[src/rtl/bil_pkg.sv]
// ----------------------------------------------------------------------------
// Based integer literal converter package
// Character codes, field widths and the digit decode shared by the modules.
// ----------------------------------------------------------------------------
package bil_pkg;

  localparam int unsigned CHAR_W  = 8;
  localparam int unsigned RADIX_W = 5;
  localparam int unsigned DIGIT_W = 4;

  localparam logic [RADIX_W-1:0] RADIX_RESET = 5'd10;
  localparam logic [RADIX_W-1:0] RADIX_MIN   = 5'd2;
  localparam logic [RADIX_W-1:0] RADIX_MAX   = 5'd16;

  localparam logic [DIGIT_W-1:0] EXP_BASE   = 4'd10;
  localparam logic [CHAR_W-1:0]  HEX_OFFSET = 8'd10;

  localparam logic [CHAR_W-1:0] CHAR_MINUS = 8'h2D;
  localparam logic [CHAR_W-1:0] CHAR_PLUS  = 8'h2B;
  localparam logic [CHAR_W-1:0] CHAR_ZERO  = 8'h30;
  localparam logic [CHAR_W-1:0] CHAR_NINE  = 8'h39;
  localparam logic [CHAR_W-1:0] CHAR_UC_A  = 8'h41;
  localparam logic [CHAR_W-1:0] CHAR_UC_F  = 8'h46;
  localparam logic [CHAR_W-1:0] CHAR_LC_A  = 8'h61;
  localparam logic [CHAR_W-1:0] CHAR_LC_F  = 8'h66;

  function automatic logic [DIGIT_W-1:0] digit_of(input logic [CHAR_W-1:0] c);
    logic [DIGIT_W-1:0] d;
    d = '0;
    if (c >= CHAR_ZERO && c <= CHAR_NINE) begin
      d = DIGIT_W'(c - CHAR_ZERO);
    end else if (c >= CHAR_LC_A && c <= CHAR_LC_F) begin
      d = DIGIT_W'(c - CHAR_LC_A + HEX_OFFSET);
    end else if (c >= CHAR_UC_A && c <= CHAR_UC_F) begin
      d = DIGIT_W'(c - CHAR_UC_A + HEX_OFFSET);
    end
    return d;
  endfunction

  function automatic logic [RADIX_W-1:0] clamp_radix(input logic [RADIX_W-1:0] r);
    logic [RADIX_W-1:0] b;
    b = r;
    if (r < RADIX_MIN) begin
      b = RADIX_MIN;
    end else if (r > RADIX_MAX) begin
      b = RADIX_MAX;
    end
    return b;
  endfunction

endpackage

[src/rtl/based_integer_literal_to_value_top.sv]
// A character that is not the last one is folded in without stalling the input, one per cycle.
// The last character starts scaling: each exponent step multiplies in the MAC when the
// exponent is positive, and divides in the bit-serial divider when it is negative.
// Scaling stops when the exponent is used up or the value reaches zero, so at most
// VALUE_WIDTH divide steps occur; input is stalled until the beat is registered.
// Reset is asynchronous and clears the literal state; the radix resets to ten.
// ----------------------------------------------------------------------------
// Based integer literal converter
// Accumulates mantissa and exponent characters, then scales by the radix.
// ----------------------------------------------------------------------------
module based_integer_literal_to_value_top #(
  parameter int unsigned VALUE_WIDTH = 32,
  parameter int unsigned EXP_WIDTH   = 10
) (
  input  logic                                clk_i,
  input  logic                                rst_ni,
  input  logic                                radix_we_i,
  input  logic [bil_pkg::RADIX_W-1:0]         radix_i,
  input  logic                                in_valid_i,
  output logic                                in_stall_o,
  input  logic [bil_pkg::CHAR_W-1:0]          char_code_i,
  input  logic                                in_exponent_i,
  input  logic                                last_char_i,
  output logic                                out_valid_o,
  input  logic                                out_stall_i,
  output logic signed [VALUE_WIDTH-1:0]       literal_value_o
);

  localparam int unsigned EXT_W = EXP_WIDTH + bil_pkg::DIGIT_W + 1;

  typedef enum logic [1:0] {
    ST_IDLE,
    ST_SCALE,
    ST_DIVIDE
  } state_e;

  state_e                        state_q, state_d;
  logic [bil_pkg::RADIX_W-1:0]   radix_q, radix_d;
  logic [VALUE_WIDTH-1:0]        acc_q, acc_d;
  logic                          mant_neg_q, mant_neg_d;
  logic                          mant_started_q, mant_started_d;
  logic [EXP_WIDTH-1:0]          exp_q, exp_d;
  logic                          exp_neg_q, exp_neg_d;
  logic                          exp_started_q, exp_started_d;
  logic                          out_valid_q, out_valid_d;
  logic [VALUE_WIDTH-1:0]        out_data_q, out_data_d;

  logic                          accept;
  logic [bil_pkg::RADIX_W-1:0]   base;
  logic [bil_pkg::DIGIT_W-1:0]   digit;
  logic [VALUE_WIDTH-1:0]        mac_value;
  logic [bil_pkg::DIGIT_W-1:0]   mac_digit;
  logic                          mac_sub;
  logic [VALUE_WIDTH-1:0]        mac_result;
  logic [EXT_W-1:0]              exp_ext;
  logic [EXP_WIDTH-1:0]          exp_sat;
  logic [VALUE_WIDTH-1:0]        acc_mag;
  logic                          div_start;
  logic                          div_done;
  logic [VALUE_WIDTH-1:0]        div_quotient;

  assign accept = in_valid_i && (state_q == ST_IDLE);
  assign base   = bil_pkg::clamp_radix(radix_q);
  assign digit  = bil_pkg::digit_of(char_code_i);

  always_comb begin
    if (state_q == ST_IDLE) begin
      mac_value = mant_started_q ? acc_q : '0;
      mac_digit = digit;
      mac_sub   = mant_neg_q;
    end else begin
      mac_value = acc_q;
      mac_digit = '0;
      mac_sub   = 1'b0;
    end
  end

  bil_mac #(
    .VALUE_WIDTH(VALUE_WIDTH)
  ) u_bil_mac (
    .value_i (mac_value),
    .base_i  (base),
    .digit_i (mac_digit),
    .sub_i   (mac_sub),
    .result_o(mac_result)
  );

  always_comb begin
    exp_ext = (exp_started_q ? EXT_W'(exp_q) : '0) * EXT_W'(bil_pkg::EXP_BASE)
              + EXT_W'(digit);
    if (|exp_ext[EXT_W-1:EXP_WIDTH]) begin
      exp_sat = '1;
    end else begin
      exp_sat = exp_ext[EXP_WIDTH-1:0];
    end
  end

  assign acc_mag = acc_q[VALUE_WIDTH-1] ? (-acc_q) : acc_q;

  bil_divider #(
    .VALUE_WIDTH(VALUE_WIDTH)
  ) u_bil_divider (
    .clk_i     (clk_i),
    .rst_ni    (rst_ni),
    .start_i   (div_start),
    .dividend_i(acc_mag),
    .divisor_i (base),
    .done_o    (div_done),
    .quotient_o(div_quotient)
  );

  always_comb begin
    state_d        = state_q;
    radix_d        = radix_we_i ? radix_i : radix_q;
    acc_d          = acc_q;
    mant_neg_d     = mant_neg_q;
    mant_started_d = mant_started_q;
    exp_d          = exp_q;
    exp_neg_d      = exp_neg_q;
    exp_started_d  = exp_started_q;
    out_valid_d    = out_valid_q && out_stall_i;
    out_data_d     = out_data_q;
    div_start      = 1'b0;
    unique case (state_q)
      ST_IDLE: begin
        if (accept) begin
          if (!in_exponent_i) begin
            acc_d          = mac_result;
            mant_started_d = 1'b1;
            if (!mant_started_q && char_code_i == bil_pkg::CHAR_MINUS) begin
              mant_neg_d = 1'b1;
            end
          end else begin
            exp_d         = exp_sat;
            exp_started_d = 1'b1;
            if (!exp_started_q && char_code_i == bil_pkg::CHAR_MINUS) begin
              exp_neg_d = 1'b1;
            end
          end
          if (last_char_i) begin
            state_d = ST_SCALE;
          end
        end
      end
      ST_SCALE: begin
        if (exp_q == '0 || acc_q == '0) begin
          if (!out_valid_q || !out_stall_i) begin
            out_valid_d    = 1'b1;
            out_data_d     = acc_q;
            acc_d          = '0;
            mant_neg_d     = 1'b0;
            mant_started_d = 1'b0;
            exp_d          = '0;
            exp_neg_d      = 1'b0;
            exp_started_d  = 1'b0;
            state_d        = ST_IDLE;
          end
        end else if (exp_neg_q) begin
          div_start = 1'b1;
          state_d   = ST_DIVIDE;
        end else begin
          acc_d = mac_result;
          exp_d = exp_q - EXP_WIDTH'(1);
        end
      end
      ST_DIVIDE: begin
        if (div_done) begin
          acc_d   = acc_q[VALUE_WIDTH-1] ? (-div_quotient) : div_quotient;
          exp_d   = exp_q - EXP_WIDTH'(1);
          state_d = ST_SCALE;
        end
      end
      default: begin
        state_d = ST_IDLE;
      end
    endcase
  end

  always_ff @(posedge clk_i or negedge rst_ni) begin
    if (!rst_ni) begin
      state_q        <= ST_IDLE;
      radix_q        <= bil_pkg::RADIX_RESET;
      acc_q          <= '0;
      mant_neg_q     <= 1'b0;
      mant_started_q <= 1'b0;
      exp_q          <= '0;
      exp_neg_q      <= 1'b0;
      exp_started_q  <= 1'b0;
      out_valid_q    <= 1'b0;
      out_data_q     <= '0;
    end else begin
      state_q        <= state_d;
      radix_q        <= radix_d;
      acc_q          <= acc_d;
      mant_neg_q     <= mant_neg_d;
      mant_started_q <= mant_started_d;
      exp_q          <= exp_d;
      exp_neg_q      <= exp_neg_d;
      exp_started_q  <= exp_started_d;
      out_valid_q    <= out_valid_d;
      out_data_q     <= out_data_d;
    end
  end

  assign in_stall_o      = (state_q != ST_IDLE);
  assign out_valid_o     = out_valid_q;
  assign literal_value_o = out_data_q;

endmodule

[src/rtl/bil_mac.sv]
// ----------------------------------------------------------------------------
// Shared multiply-accumulate unit
// Computes value times base plus or minus one digit, wrapping at the width.
// ----------------------------------------------------------------------------
module bil_mac #(
  parameter int unsigned VALUE_WIDTH = 32
) (
  input  logic [VALUE_WIDTH-1:0]          value_i,
  input  logic [bil_pkg::RADIX_W-1:0]     base_i,
  input  logic [bil_pkg::DIGIT_W-1:0]     digit_i,
  input  logic                            sub_i,
  output logic [VALUE_WIDTH-1:0]          result_o
);

  logic [VALUE_WIDTH-1:0] prod;

  always_comb begin
    prod = value_i * VALUE_WIDTH'(base_i);
    if (sub_i) begin
      result_o = prod - VALUE_WIDTH'(digit_i);
    end else begin
      result_o = prod + VALUE_WIDTH'(digit_i);
    end
  end

endmodule

[src/rtl/bil_divider.sv]
// ----------------------------------------------------------------------------
// Radix divider
// Restoring divider of an unsigned magnitude by the base, one bit per cycle.
// ----------------------------------------------------------------------------
module bil_divider #(
  parameter int unsigned VALUE_WIDTH = 32
) (
  input  logic                        clk_i,
  input  logic                        rst_ni,
  input  logic                        start_i,
  input  logic [VALUE_WIDTH-1:0]      dividend_i,
  input  logic [bil_pkg::RADIX_W-1:0] divisor_i,
  output logic                        done_o,
  output logic [VALUE_WIDTH-1:0]      quotient_o
);

  localparam int unsigned CNT_W = $clog2(VALUE_WIDTH + 1);
  localparam int unsigned REM_W = bil_pkg::RADIX_W - 1;

  logic                           busy_q, busy_d;
  logic                           done_q, done_d;
  logic [CNT_W-1:0]               cnt_q, cnt_d;
  logic [VALUE_WIDTH-1:0]         quo_q, quo_d;
  logic [REM_W-1:0]               rem_q, rem_d;
  logic [bil_pkg::RADIX_W-1:0]    trial;
  logic                           fits;

  always_comb begin
    trial  = {rem_q, quo_q[VALUE_WIDTH-1]};
    fits   = (trial >= divisor_i);
    busy_d = busy_q;
    done_d = 1'b0;
    cnt_d  = cnt_q;
    quo_d  = quo_q;
    rem_d  = rem_q;
    if (start_i) begin
      busy_d = 1'b1;
      cnt_d  = CNT_W'(VALUE_WIDTH);
      quo_d  = dividend_i;
      rem_d  = '0;
    end else if (busy_q) begin
      quo_d = {quo_q[VALUE_WIDTH-2:0], fits};
      rem_d = fits ? REM_W'(trial - divisor_i) : REM_W'(trial);
      cnt_d = cnt_q - CNT_W'(1);
      if (cnt_q == CNT_W'(1)) begin
        busy_d = 1'b0;
        done_d = 1'b1;
      end
    end
  end

  always_ff @(posedge clk_i or negedge rst_ni) begin
    if (!rst_ni) begin
      busy_q <= 1'b0;
      done_q <= 1'b0;
      cnt_q  <= '0;
      quo_q  <= '0;
      rem_q  <= '0;
    end else begin
      busy_q <= busy_d;
      done_q <= done_d;
      cnt_q  <= cnt_d;
      quo_q  <= quo_d;
      rem_q  <= rem_d;
    end
  end

  assign done_o     = done_q;
  assign quotient_o = quo_q;

endmodule

[config.mk]
export PLATFORM = sky130hd
export DESIGN_NAME = based_integer_literal_to_value_top
export DESIGN_NICKNAME = d
export VERILOG_FILES = /design/src/rtl/bil_pkg.sv /design/src/rtl/based_integer_literal_to_value_top.sv /design/src/rtl/bil_mac.sv /design/src/rtl/bil_divider.sv
export SDC_FILE = /design/constraint.sdc
export NUM_CORES = 1
export LEC_CHECK = 0
export ABC_AREA = 1
export BUFFER_PORTS_ARGS = -buffer_cell sky130_fd_sc_hd__buf_2
export CAP_MARGIN = 0
export CELL_PAD_IN_SITES_DETAIL_PLACEMENT = 1
export CELL_PAD_IN_SITES_GLOBAL_PLACEMENT = 1
export CORE_ASPECT_RATIO = 1.2
export CORE_MARGIN = 1.5
export CORE_UTILIZATION = 38
export CTS_CLUSTER_DIAMETER = 50
export DETAILED_ROUTE_END_ITERATION = 6
export GPL_TIMING_DRIVEN = 0
export PLACE_DENSITY = 0.66
export RECOVER_POWER = 50
export SYNTH_ARGS = -nofsm -noshare
export SYNTH_HDL_FRONTEND = slang
export SYNTH_SLANG_ARGS = --single-unit
[constraint.sdc]
create_clock -name clk_i -period 7.5 [get_ports clk_i]
set_input_delay 1.125 -clock clk_i [delete_from_list [all_inputs] [get_ports clk_i]]
set_output_delay 1.125 -clock clk_i [all_outputs]
set_load 0.1 [all_outputs]
==> Yosys cells after proc, flatten, opt, wreduce, memory -nomap -nowiden <==
Index checks and enable logic that the tools add are counted.
{ "totals": {"reg_bits": 130, "out_inout_bits": 34, "inputBits": 20, "word_cells": 154} }
{ "classes": {"n_mul": 2, "add_sub_neg": 13, "n_eq_ne": 16, "mux": 70, "reduce_logical": 29, "n_lt_le_gt_ge": 9} }
{ "op_table": {"columns": ["cell", "n"], "rows": [
  ["32-bit 2-to-1 mux", 13],
  ["32-bit one-hot mux with 3 select lines", 1],
  ["10-bit 2-to-1 mux", 8],
  ["32-bit negator", 2],
  ["32-bit by 4-bit adder with 32-bit output", 1],
  ["32-bit zero test", 1],
  ["32-bit by 5-bit multiplier with 32-bit output", 1],
  ["32-bit by 4-bit subtractor with 32-bit output", 1],
  ["10-bit one-hot mux with 3 select lines", 1],
  ["4-bit 2-to-1 mux", 7],
  ["1-bit 2-to-1 mux", 25],
  ["6-bit AND reduction", 4],
  ["8-bit by 7-bit greater-or-equal comparator with 1-bit output, second input constant", 2],
  ["8-bit by 7-bit <= comparator with 1-bit output, second input constant", 2],
  ["14-bit by 4-bit adder with 15-bit output", 1],
  ["5-bit AND reduction", 3],
  ["10-bit by 3-bit multiplier with 13-bit output, second input constant", 1],
  ["2-bit 2-to-1 mux", 6],
  ["6-bit 2-to-1 mux", 2],
  ["2-bit inequality test, second input constant", 6],
  ["4-bit by 1-bit subtractor with 4-bit output, second input constant", 3],
  ["10-bit zero test", 1],
  ["5-bit 2-to-1 mux", 2],
  ["10-bit by 1-bit subtractor with 10-bit output, second input constant", 1],
  ["other kinds (24)", 44]
]} }

==> Depth between registers and ports, before layout <==
Gate-level depths: netlist (run 1).
{ "depth": {"ltp_word": 11, "ltp_mapped": 39, "mapped_depth_nobuf": 38} }

==> Modules after synthesis <==
A second synthesis (run 1) with hierarchy kept.
{ "hier_totals": {"hier_cells": 2531, "area_unflattened_um2": 16480.8} }
{ "modules_own_cells": {"columns": ["module", "cells_each", "n_inst", "area_per_inst_um2", "seq_area_each_um2"], "rows": [
  ["bil_mac", 1206, 1, 7198.2, 0.0],
  ["based_integer_literal_to_value_top", 1087, 1, 7180.6, 2154.6],
  ["bil_divider", 238, 1, 2102.0, 1101.1]
]} }

==> Worst setup path after synthesis (run 1) <==
Ideal clock, no wire load.
{ "synth_path": {"path_kind": "reg-to-reg", "from": "register state_q[0]", "to": "register acc_q[25]", "path_slack_ps": 1572, "t_arrival_ps": 5815, "stages_incl_launch_ff": 37, "t_required_ps": 7387, "synth_period_minus_slack_ps": 5928, "n_path_buf": 1, "setup_time_ps": 113, "path_cell_list": "dfrtp_1 > inv_1 > ha_1 > nand2_1 > inv_1 > buf_1 > nor2_1 > inv_1 > nor2_1 > fa_1 > fa_1 > inv_1 > fa_1 > inv_1 > ha_1 > nand2_1 > inv_1 > nand2_1 > inv_1 > a21oi_1 > nand2_1 > a21oi_1 > o21ai_0 > xor2_1 > ha_1 > nand2_1 > nor2_1 > inv_1 > nor2_1 > nand3_1 > or2_2 > nand3_1 > nand2_1 > nand3_1 > nand3_1 > nand2_1 > inv_1"} }
{ "synth_via": {"elab_chain_cells": 8, "word_cells_on_any_way": 23, "cone_classes": "add/sub (2); mul (1); eq/ne (7); mux (9); reduce/logical (4)"} }
{ "synth_rtl": {"columns": ["element", "line_no", "text"], "rows": [
  ["start, declared", "based_integer_literal_to_value_top.sv:37", "state_e state_q, state_d;"],
  ["start signal, assigned", "based_integer_literal_to_value_top.sv:192", "state_q <= state_d;"],
  ["2-bit zero test", "based_integer_literal_to_value_top.sv:62, based_integer_literal_to_value_top.sv:67, based_integer_literal_to_value_top.sv:124", null],
  ["32-bit 2-to-1 mux", "based_integer_literal_to_value_top.sv:67", "if (state_q == ST_IDLE) begin"],
  ["32-bit by 5-bit multiplier with 32-bit output", "bil_mac.sv:18", "prod = value_i * VALUE_WIDTH'(base_i);"],
  ["32-bit by 4-bit adder with 32-bit output / 32-bit by 4-bit subtractor with 32-bit output (equally long branches)", "bil_mac.sv:22, bil_mac.sv:20", null],
  ["32-bit 2-to-1 mux", "bil_mac.sv:19", "if (sub_i) begin"],
  ["32-bit 2-to-1 mux (on tied branches)", "based_integer_literal_to_value_top.sv:158, based_integer_literal_to_value_top.sv:127", null],
  ["32-bit 2-to-1 mux (on tied branches)", "based_integer_literal_to_value_top.sv:146, based_integer_literal_to_value_top.sv:126", null],
  ["32-bit one-hot mux with 3 select lines", "based_integer_literal_to_value_top.sv:124", "unique case (state_q)"],
  ["end signal, assigned", "based_integer_literal_to_value_top.sv:183", "acc_q <= '0;"],
  ["end signal, assigned", "based_integer_literal_to_value_top.sv:194", "acc_q <= acc_d;"],
  ["end, declared", "based_integer_literal_to_value_top.sv:39", "logic [VALUE_WIDTH-1:0] acc_q, acc_d;"]
]} }
Several ways; a longest one is shown, not always the timed one. The select of a mux whose other input is x is not followed.
A chain may end at the register's enable or synchronous reset.

==> Final worst setup path (run 1) <==
{ "layout_path": {"from": "register radix_q[3] (netlist name)", "to": "register acc_q[25]"} }
{ "layout_via": {"elab_chain_cells": 9, "word_cells_on_any_way": 13, "cone_classes": "add/sub (2); mul (1); order compare (2); mux (8)"} }
{ "layout_rtl": {"columns": ["element", "line_no", "text"], "rows": [
  ["start, declared", "based_integer_literal_to_value_top.sv:38", "logic [bil_pkg::RADIX_W-1:0] radix_q, radix_d;"],
  ["start signal, assigned", "based_integer_literal_to_value_top.sv:182", "radix_q <= bil_pkg::RADIX_RESET;"],
  ["start signal, assigned", "based_integer_literal_to_value_top.sv:193", "radix_q <= radix_d;"],
  ["5-bit > comparator", "bil_pkg.sv:45", "end else if (r > RADIX_MAX) begin"],
  ["5-bit 2-to-1 mux", "bil_pkg.sv:45", null],
  ["5-bit 2-to-1 mux *", "bil_pkg.sv:43", "if (r < RADIX_MIN) begin"],
  ["32-bit by 5-bit multiplier with 32-bit output *", "bil_mac.sv:18", null],
  ["32-bit by 4-bit adder with 32-bit output / 32-bit by 4-bit subtractor with 32-bit output (equally long branches)", "bil_mac.sv:22, bil_mac.sv:20", null],
  ["32-bit 2-to-1 mux *", "bil_mac.sv:19", null],
  ["32-bit 2-to-1 mux (on tied branches)", "based_integer_literal_to_value_top.sv:158, based_integer_literal_to_value_top.sv:127", null],
  ["32-bit 2-to-1 mux (on tied branches)", "based_integer_literal_to_value_top.sv:146, based_integer_literal_to_value_top.sv:126", null],
  ["32-bit one-hot mux with 3 select lines *", "based_integer_literal_to_value_top.sv:124", null]
]} }
Mark *: on every way between the ends. The rest lies on a longest branch, timed or not. The select of a mux whose other input is x is not followed.

==> flow_metrics.env, run 1 <==
export IMPL_fin_area_um2=17300
export IMPL_tightest_slew_ns=3.69
export IMPL_slowest_stage="dfstp_2"
export IMPL_grtUsageTotal_pct=28.6
export IMPL_status="finished, violations left"
export IMPL_core_um2=40700
export IMPL_grt_pass1_vias=16500
export IMPL_syn2layout_area_growth_pct=10.7
export IMPL_nets=2640
export IMPL_hp_class="flop to flop"
export IMPL_cts_root_buffer="clkbuf_16"
export IMPL_htree_num_levels=4
export IMPL_clock_skew_ns=0.0186
export IMPL_cts_sinks=130
export IMPL_cp_max_fo=10
export IMPL_crit_path_start_kind="flop"
export IMPL_worstSetupPathType="flop to flop"
export IMPL_synth_area_leaders="dfrtp_1 (20%), nand2_1 (14%), fa_1 (11%)"
export IMPL_die_w_um=188
export IMPL_synth_cell_types=55
export IMPL_io_buffers=52
export IMPL_max_stage_delay_ns=0.55
export IMPL_cp_required_ns=7.85
export IMPL_cp_arrival_ns=7.45
export IMPL_place_gp_congestion=0.917
export IMPL_wirelength_um=59400
export IMPL_place_area_um2=16600
export IMPL_grt_setup_unrepaired="yes"
export IMPL_setup_viol=0
export IMPL_yosysSeqAreaShare_pct=20.8
export IMPL_maxSlewHeadroom_pct=-146
export IMPL_cts_buffer_depth=2
export IMPL_synth_async_reset_ratio_pct=100
export IMPL_yosysWarnings=0
export IMPL_dpl_hpwl_um=49900
export IMPL_n_antenna_cell=0
export IMPL_fin_crit_sh_pct=94.8
export IMPL_die_area_um2=42400
export IMPL_drt_wirelength_per_cell_um=19.9
export IMPL_numCtsBuffers=17
export IMPL_worst_skew_pair_late_latency_ns=0.45
export IMPL_violations="capacitance limit, slew limit"
export IMPL_netlist_instances=2355
export IMPL_drc=0
export IMPL_netlist_area_um2=15700
export IMPL_clk_pin_slew_worst_paths_ns=0.07
export IMPL_ys_seq_elements=130
export IMPL_layout_min_cycle_time_ns=7.11
export IMPL_drv_cap=2
export IMPL_grt_first_pass_wirelength_um=93700
export IMPL_cts_tree="done"
export IMPL_start_util_pct=38.4
export IMPL_dieHeight_um=225
export IMPL_holdPathStages=2
export IMPL_antenna_found_initial=0
export IMPL_fmax_ghz=0.141
export IMPL_firstDrtPassIters=5
export IMPL_grt_max_degree=67
export IMPL_synthFlopType="dfrtp_1"
export IMPL_synth_nets=2565
export IMPL_path_common_cell="inv_1"
export IMPL_final_layout_size_suffix_gt1_share_pct=7.41
export IMPL_viasPerCell=5.31
export IMPL_cp_end_kind="flop"
export IMPL_drtIter0Drc=729
export IMPL_ios=54
export IMPL_finalHoldViolations=0
export IMPL_synth_top_cell_by_area="dfrtp_1"
export IMPL_syn_avg_cell_area_um2=6.65
export IMPL_slew_violations=133
export IMPL_drtAntennaViolNets=0
export IMPL_vias=15800
export IMPL_synth_top_area_share_pct=20.5
export IMPL_synth_edf_count=0
export IMPL_fp_row_count=81
export IMPL_reg2reg_depth=32
export IMPL_globalRoute_totalOverflow=0
[registers in the layout, summed over array words and instances (netlist names), 2 cells and up]
name,cells
acc_q,32
literal_value_o,32
u_bil_divider.quotient_o,32
exp_q,10
u_bil_divider.cnt_q,6
radix_q,5
u_bil_divider.rem_q,4
state_q,2
[layout by cell type, fill, tap and decap left out, types with 34 or more instances in the layout]
cell / Yosys / layout
nand2_1: 588 / 586
o21ai_0: 121 / 118
fa_1: 87 / 87
nor2_1: 300 / 296
nor3_1: 34 / 34
xor2_1: 65 / 65
a21oi_1: 88 / 83
ha_1: 103 / 99
dfrtp_1: 128 / 128
inv_1: 398 / 398
buf_2: 15 / 57
clkbuf_1: 26 / 36
nand3_1: 151 / 150
[routing by layer]
layer,up-vias,global-route usage (%),part of all wire (%)
li1,7628,-,-
met1,7850,37.0,45
met2,286,49.7,49
met3,76,2.51,3.1
met4,0,10.3,3.6
met5,-,0,0
[Yosys cell counts (3+ instances only)]
| library cell | instances |
|---|---|
| nor2_1 | 300 |
| inv_1 | 398 |
| nor4_1 | 8 |
| o21bai_1 | 9 |
| xor2_1 | 65 |
| a21boi_0 | 3 |
| nand3_1 | 151 |
| ha_1 | 103 |
| buf_1 | 9 |
| buf_4 | 5 |
| xnor2_1 | 23 |
| a21o_1 | 4 |
| nand3b_1 | 11 |
| nand2_1 | 588 |
| or2_2 | 8 |
| o31ai_1 | 6 |
| clkbuf_1 | 26 |
| fa_1 | 87 |
| o21ai_0 | 121 |
| nor2_2 | 7 |
| a21oi_2 | 3 |
| nor3_2 | 3 |
| o221ai_1 | 29 |
| nand2_2 | 4 |
| nor2_4 | 4 |
| o21ai_1 | 15 |
| nand3_2 | 5 |
| a21oi_1 | 88 |
| a31oi_1 | 12 |
| buf_2 | 15 |
| inv_2 | 11 |
| nor3_1 | 34 |
| dfrtp_1 | 128 |
| nand4_1 | 30 |
| o211ai_1 | 6 |
| o22ai_1 | 12 |
[cells by family after synthesis]
logic type / Yosys count / synth area share [%]
DFF: 130 / 20.8
and+or+nand+nor: 1165 / 31.7
muxes: 2 / 0.144
AOI/OAI and AO/OA: 313 / 11.5
buffers and inverters: 467 / 11.5
adders and majority gates: 190 / 19.3
xor gates and xnor gates: 88 / 4.92
[worst paths after layout]
| path | endpoint | from | slack [ns] |
|---|---|---|---|
| hold / removal | literal_value_o[19] | literal_value_o[19] | 0.49 |
| max in group asynchronous | literal_value_o[12] | rst_ni | 1.20 |
| setup reg to reg | acc_q[25] | radix_q[3] | 0.39 |
| hold reg to reg | literal_value_o[19] | literal_value_o[19] | 0.49 |
| setup / recovery | acc_q[25] | radix_q[3] | 0.39 |
| min in group asynchronous | u_bil_divider.cnt_q[4] | rst_ni | 1.93 |
[timing repair]
item,4_1_cts,5_1_grt
endpoints found under the hold margin,0,0
buffers inserted,0,3
hold buffers,0,0
setup endpoints to repair,19,18
pin swaps,0,2
resized for setup,8,30
[critical path, delay by kind of cell, from the launching register on]
family	cells	cell delay [ns]
and+or+nand+nor	16	2.50
AOI/OAI and AO/OA	2	0.45
DFF	1	0.55
adders and majority gates	5	2.36
buffers and inverters	8	0.97
xor gates and xnor gates	1	0.13
[area by class of cell]
class                      instances  area (µm²)
fill                            5490       23400
multi-input combinational       1758       10700
sequential                       130        3260
inverter                         410        1540
tap                              539         674
clock buffer                      18         439
timing repair buffer              56         283
buffer                            57         279
clock inverter                    14         176
[through the flow]
stage	hold slack [ns]	worst slack, ns	utilization [%]	instances	TNS, ns
after global routing	0.520	-0.0369	42.5	2982	-0.171
after CTS	0.490	0.00237	42.4	2979	0
after floorplan	0.453	1.57	-	2355	0
after detailed placement	0.475	-0.485	40.8	2947	-4.66
after global placement	0.472	-0.393	40.7	2946	-3.57
final	0.486	0.393	42.5	2982	0
Power of run 1 is left out: the tool's default activity adds up to more than one toggle a clock period on the data nets, which glitch-free logic cannot reach.
==> run 2, diff against run 1 <==
--- a/config.mk
+++ b/config.mk
@@ -5,7 +5,6 @@
 export SDC_FILE = /design/constraint.sdc
 export NUM_CORES = 1
 export LEC_CHECK = 0
-export ABC_AREA = 1
 export BUFFER_PORTS_ARGS = -buffer_cell sky130_fd_sc_hd__buf_2
 export CAP_MARGIN = 0
 export CELL_PAD_IN_SITES_DETAIL_PLACEMENT = 1
@@ -15,8 +14,7 @@
 export CORE_UTILIZATION = 38
 export CTS_CLUSTER_DIAMETER = 50
 export DETAILED_ROUTE_END_ITERATION = 6
-export GPL_TIMING_DRIVEN = 0
-export PLACE_DENSITY = 0.66
+export PLACE_DENSITY = 0.63
 export RECOVER_POWER = 50
 export SYNTH_ARGS = -nofsm -noshare
 export SYNTH_HDL_FRONTEND = slang
==> constraint.sdc (replaced) <==
create_clock -name clk_i -period 7.5 [get_ports clk_i]
set_input_delay 1.5 -clock clk_i [delete_from_list [all_inputs] [get_ports clk_i]]
set_output_delay 1.5 -clock clk_i [all_outputs]
set_load 0.1 [all_outputs]
==> run 2 against run 1 <==
Effect of this change: the flow still finishes with violations (capacitance limit, slew limit); sequential cell count is the same; cell area shrank 8.8%; synthesized area shrank 8.7%; routed wire length shrank 20%; critical endpoint is now acc_q[30]; largest cell class unchanged.
==> flow_metrics.env, run 2 <==
export IMPL_synth_top_cell_by_area="dfrtp_1"
export IMPL_synth_compound_gate_area_share_pct=17.3
export IMPL_viasPerCell=5.69
export IMPL_utilization_pct=42.7
export IMPL_final_layout_size_suffix_gt1_share_pct=10.9
export IMPL_r2r_setup_slack_ns=0.47
export IMPL_setup_viol=0
export IMPL_drtAntennaViolNets=0
export IMPL_setup_ws_ns=0.472
export IMPL_cts_tree="done"
export IMPL_synth_edf_count=0
export IMPL_die_area_um2=38800
export IMPL_yosysWarnings=0
export IMPL_cts_sinks=130
export IMPL_crit_path_start_kind="flop"
export IMPL_synth_top_family_by_area="adder cells"
export IMPL_grt_first_pass_wirelength_um=76000
export IMPL_hp_start="literal_value_o[1]"
export IMPL_numCtsBuffers=17
export IMPL_ios=54
export IMPL_fin_crit_sh_pct=93.7
export IMPL_grt_setup_unrepaired="yes"
export IMPL_synth_top_cells_by_count="nand2_1 (167), nor2_1 (157), inv_1 (150)"
export IMPL_ys_seq_elements=130
export IMPL_antenna_found_initial=0
export IMPL_synth_cell_types=76
export IMPL_synth_mux_area_share_pct=5.05
export IMPL_cp_arrival_ns=7.40
export IMPL_cp_max_fo=5
export IMPL_synthFlopType="dfrtp_1"
export IMPL_synth_top_area_share_pct=22.4
export IMPL_synth_simple_area_share_pct=18.6
export IMPL_synth_area_leaders="dfrtp_1 (22%), fa_1 (12%), ha_1 (9.0%)"
export IMPL_die_w_um=180
export IMPL_synth_xor_area_share_pct=8.49
export IMPL_drc=0
export IMPL_io_buffers=53
export IMPL_reg2reg_depth=29
export IMPL_drtIter0Drc=617
export IMPL_grt_max_degree=73
export IMPL_wirelength_um=47300
export IMPL_slew_violations=133
export IMPL_htree_num_levels=4
export IMPL_drt_wirelength_per_cell_um=21.3
export IMPL_synth_most_common_cell="nand2_1"
export IMPL_syn_avg_cell_area_um2=8.36
export IMPL_cts_hold_buf=0
export IMPL_place_ws_ns=-0.0395
export IMPL_clk_pin_slew_worst_paths_ns=0.06
export IMPL_final_cell_mix="nand2_1 (167), nor2_1 (156), inv_1 (149)"
export IMPL_fp_row_count=77
export IMPL_r2r_end="acc_q[30]"
export IMPL_start_util_pct=38.6
export IMPL_status="finished, violations left"
export IMPL_worstReg2RegStart="state_q[1]"
export IMPL_core_um2=37000
export IMPL_mostFrequentLayoutCell="nand2_1"
export IMPL_vias=12600
export IMPL_grt_pass1_vias=13400
export IMPL_hp_class="flop to flop"
export IMPL_netlist_instances=1709
export IMPL_dpl_hpwl_um=35400
export IMPL_max_stage_delay_ns=0.54
export IMPL_n_antenna_cell=0
export IMPL_yosysSeqAreaShare_pct=22.8
export IMPL_worst_skew_pair_late_latency_ns=0.47
export IMPL_cts_buffer_depth=2
export IMPL_slowest_stage="fa_1"
export IMPL_maxSlewHeadroom_pct=-177
export IMPL_tns_ns=0
export IMPL_worstSetupPathType="flop to flop"
export IMPL_globalRoute_totalOverflow=0
export IMPL_fin_area_um2=15800
export IMPL_nets=1942
export IMPL_place_area_um2=15100
export IMPL_grtUsageTotal_pct=25.1
export IMPL_hold_end="literal_value_o[1]"
export IMPL_finalHoldViolations=0
export IMPL_synth_fa_ha_area_share_pct=21.2
export IMPL_drv_cap=2
export IMPL_synth_nets=1919
export IMPL_dieHeight_um=215
export IMPL_netlist_area_um2=14300
export IMPL_violations="capacitance limit, slew limit"
export IMPL_holdPathStages=2
export IMPL_tightest_slew_ns=4.15
export IMPL_cp_end_kind="flop"
export IMPL_cp_required_ns=7.88
export IMPL_firstDrtPassIters=7
export IMPL_cts_root_buffer="clkbuf_16"
export IMPL_clock_skew_ns=0.0231
export IMPL_fmax_ghz=0.142
export IMPL_place_gp_congestion=0.868
export IMPL_syn2layout_area_growth_pct=10.6
export IMPL_synth_async_reset_ratio_pct=100
export IMPL_layout_min_cycle_time_ns=7.03
run 2: changes by cell type after synthesis, sizes merged, moves of 27 or more:
cell / before / now
and3: 1 / 39
xor2: 65 / 32
nand2: 593 / 167
o221ai: 29 / 2
o21ai: 136 / 107
mux2i: 0 / 35
inv: 409 / 150
clkbuf: 26 / 72
nor2: 312 / 157
mux2: 2 / 33
a21o: 4 / 35
nand3: 158 / 63
xnor2: 23 / 104
run 2: cell type report:
type	instances	area [µm²]
clock inverters	11	153
inverters	151	567
fillers	4459	21200
well taps	474	593
repair buffers	96	593
multi-input cells	1336	10200
clock buffers	20	467
flip-flops and latches	130	3260
run 2: kinds of logic after synthesis:
kind of cell	count (synthesis)
AO/OA/AOI/OAI	381
XOR/XNOR	137
adder cells (fa/ha/maj)	190
buffers and inverters	244
flip-flops	130
multiplexers	68
AND/OR/NAND/NOR	559
run 2: through the flow:
step           instances  hold WS [ns]
2_1_floorplan       1709         0.480
3_3_place_gp        2185         0.462
3_5_place_dp        2185         0.476
4_1_cts             2216         0.493
5_1_grt             2218         0.514
6_report            2218         0.490
run 2: how the worst max path moves through the flow:
| stage | start | end | slack, ns |
|---|---|---|---|
| floorplan | state_q[0] | acc_q[30] | 0.09 |
| global placement | state_q[0] | acc_q[31] | 0.34 |
| detailed placement | state_q[0] | acc_q[30] | -0.04 |
| CTS | state_q[0] | acc_q[31] | 0.02 |
| global route | state_q[0] | acc_q[30] | -0.009 |
| finish | state_q[1] | acc_q[30] | 0.47 |
run 2: layer usage:
layer | GRT usage (%) | share of wire [%]
met1 | 32.6 | 45
met2 | 43.8 | 49
met3 | 2.68 | 2.9
met4 | 7.76 | 2.3
met5 | 0 | 0
run 2: critical path, delay by kind of cell, from the launching register on:
family	cells	cell delay, ns
compound gates	11	2.35
xor+xnor	2	0.33
fa+ha+maj	6	2.49
buf+inv	3	0.34
flops	1	0.40
simple gates	7	1.05
run 2: repair_timing:
item | CTS | global route
setup buffers | 0 | 1
pin swaps | 0 | 3
gates cloned | 0 | 1
resized for setup | 1 | 16
endpoints found under the setup margin | 1 | 12
Power of run 2 is left out for the same reason.
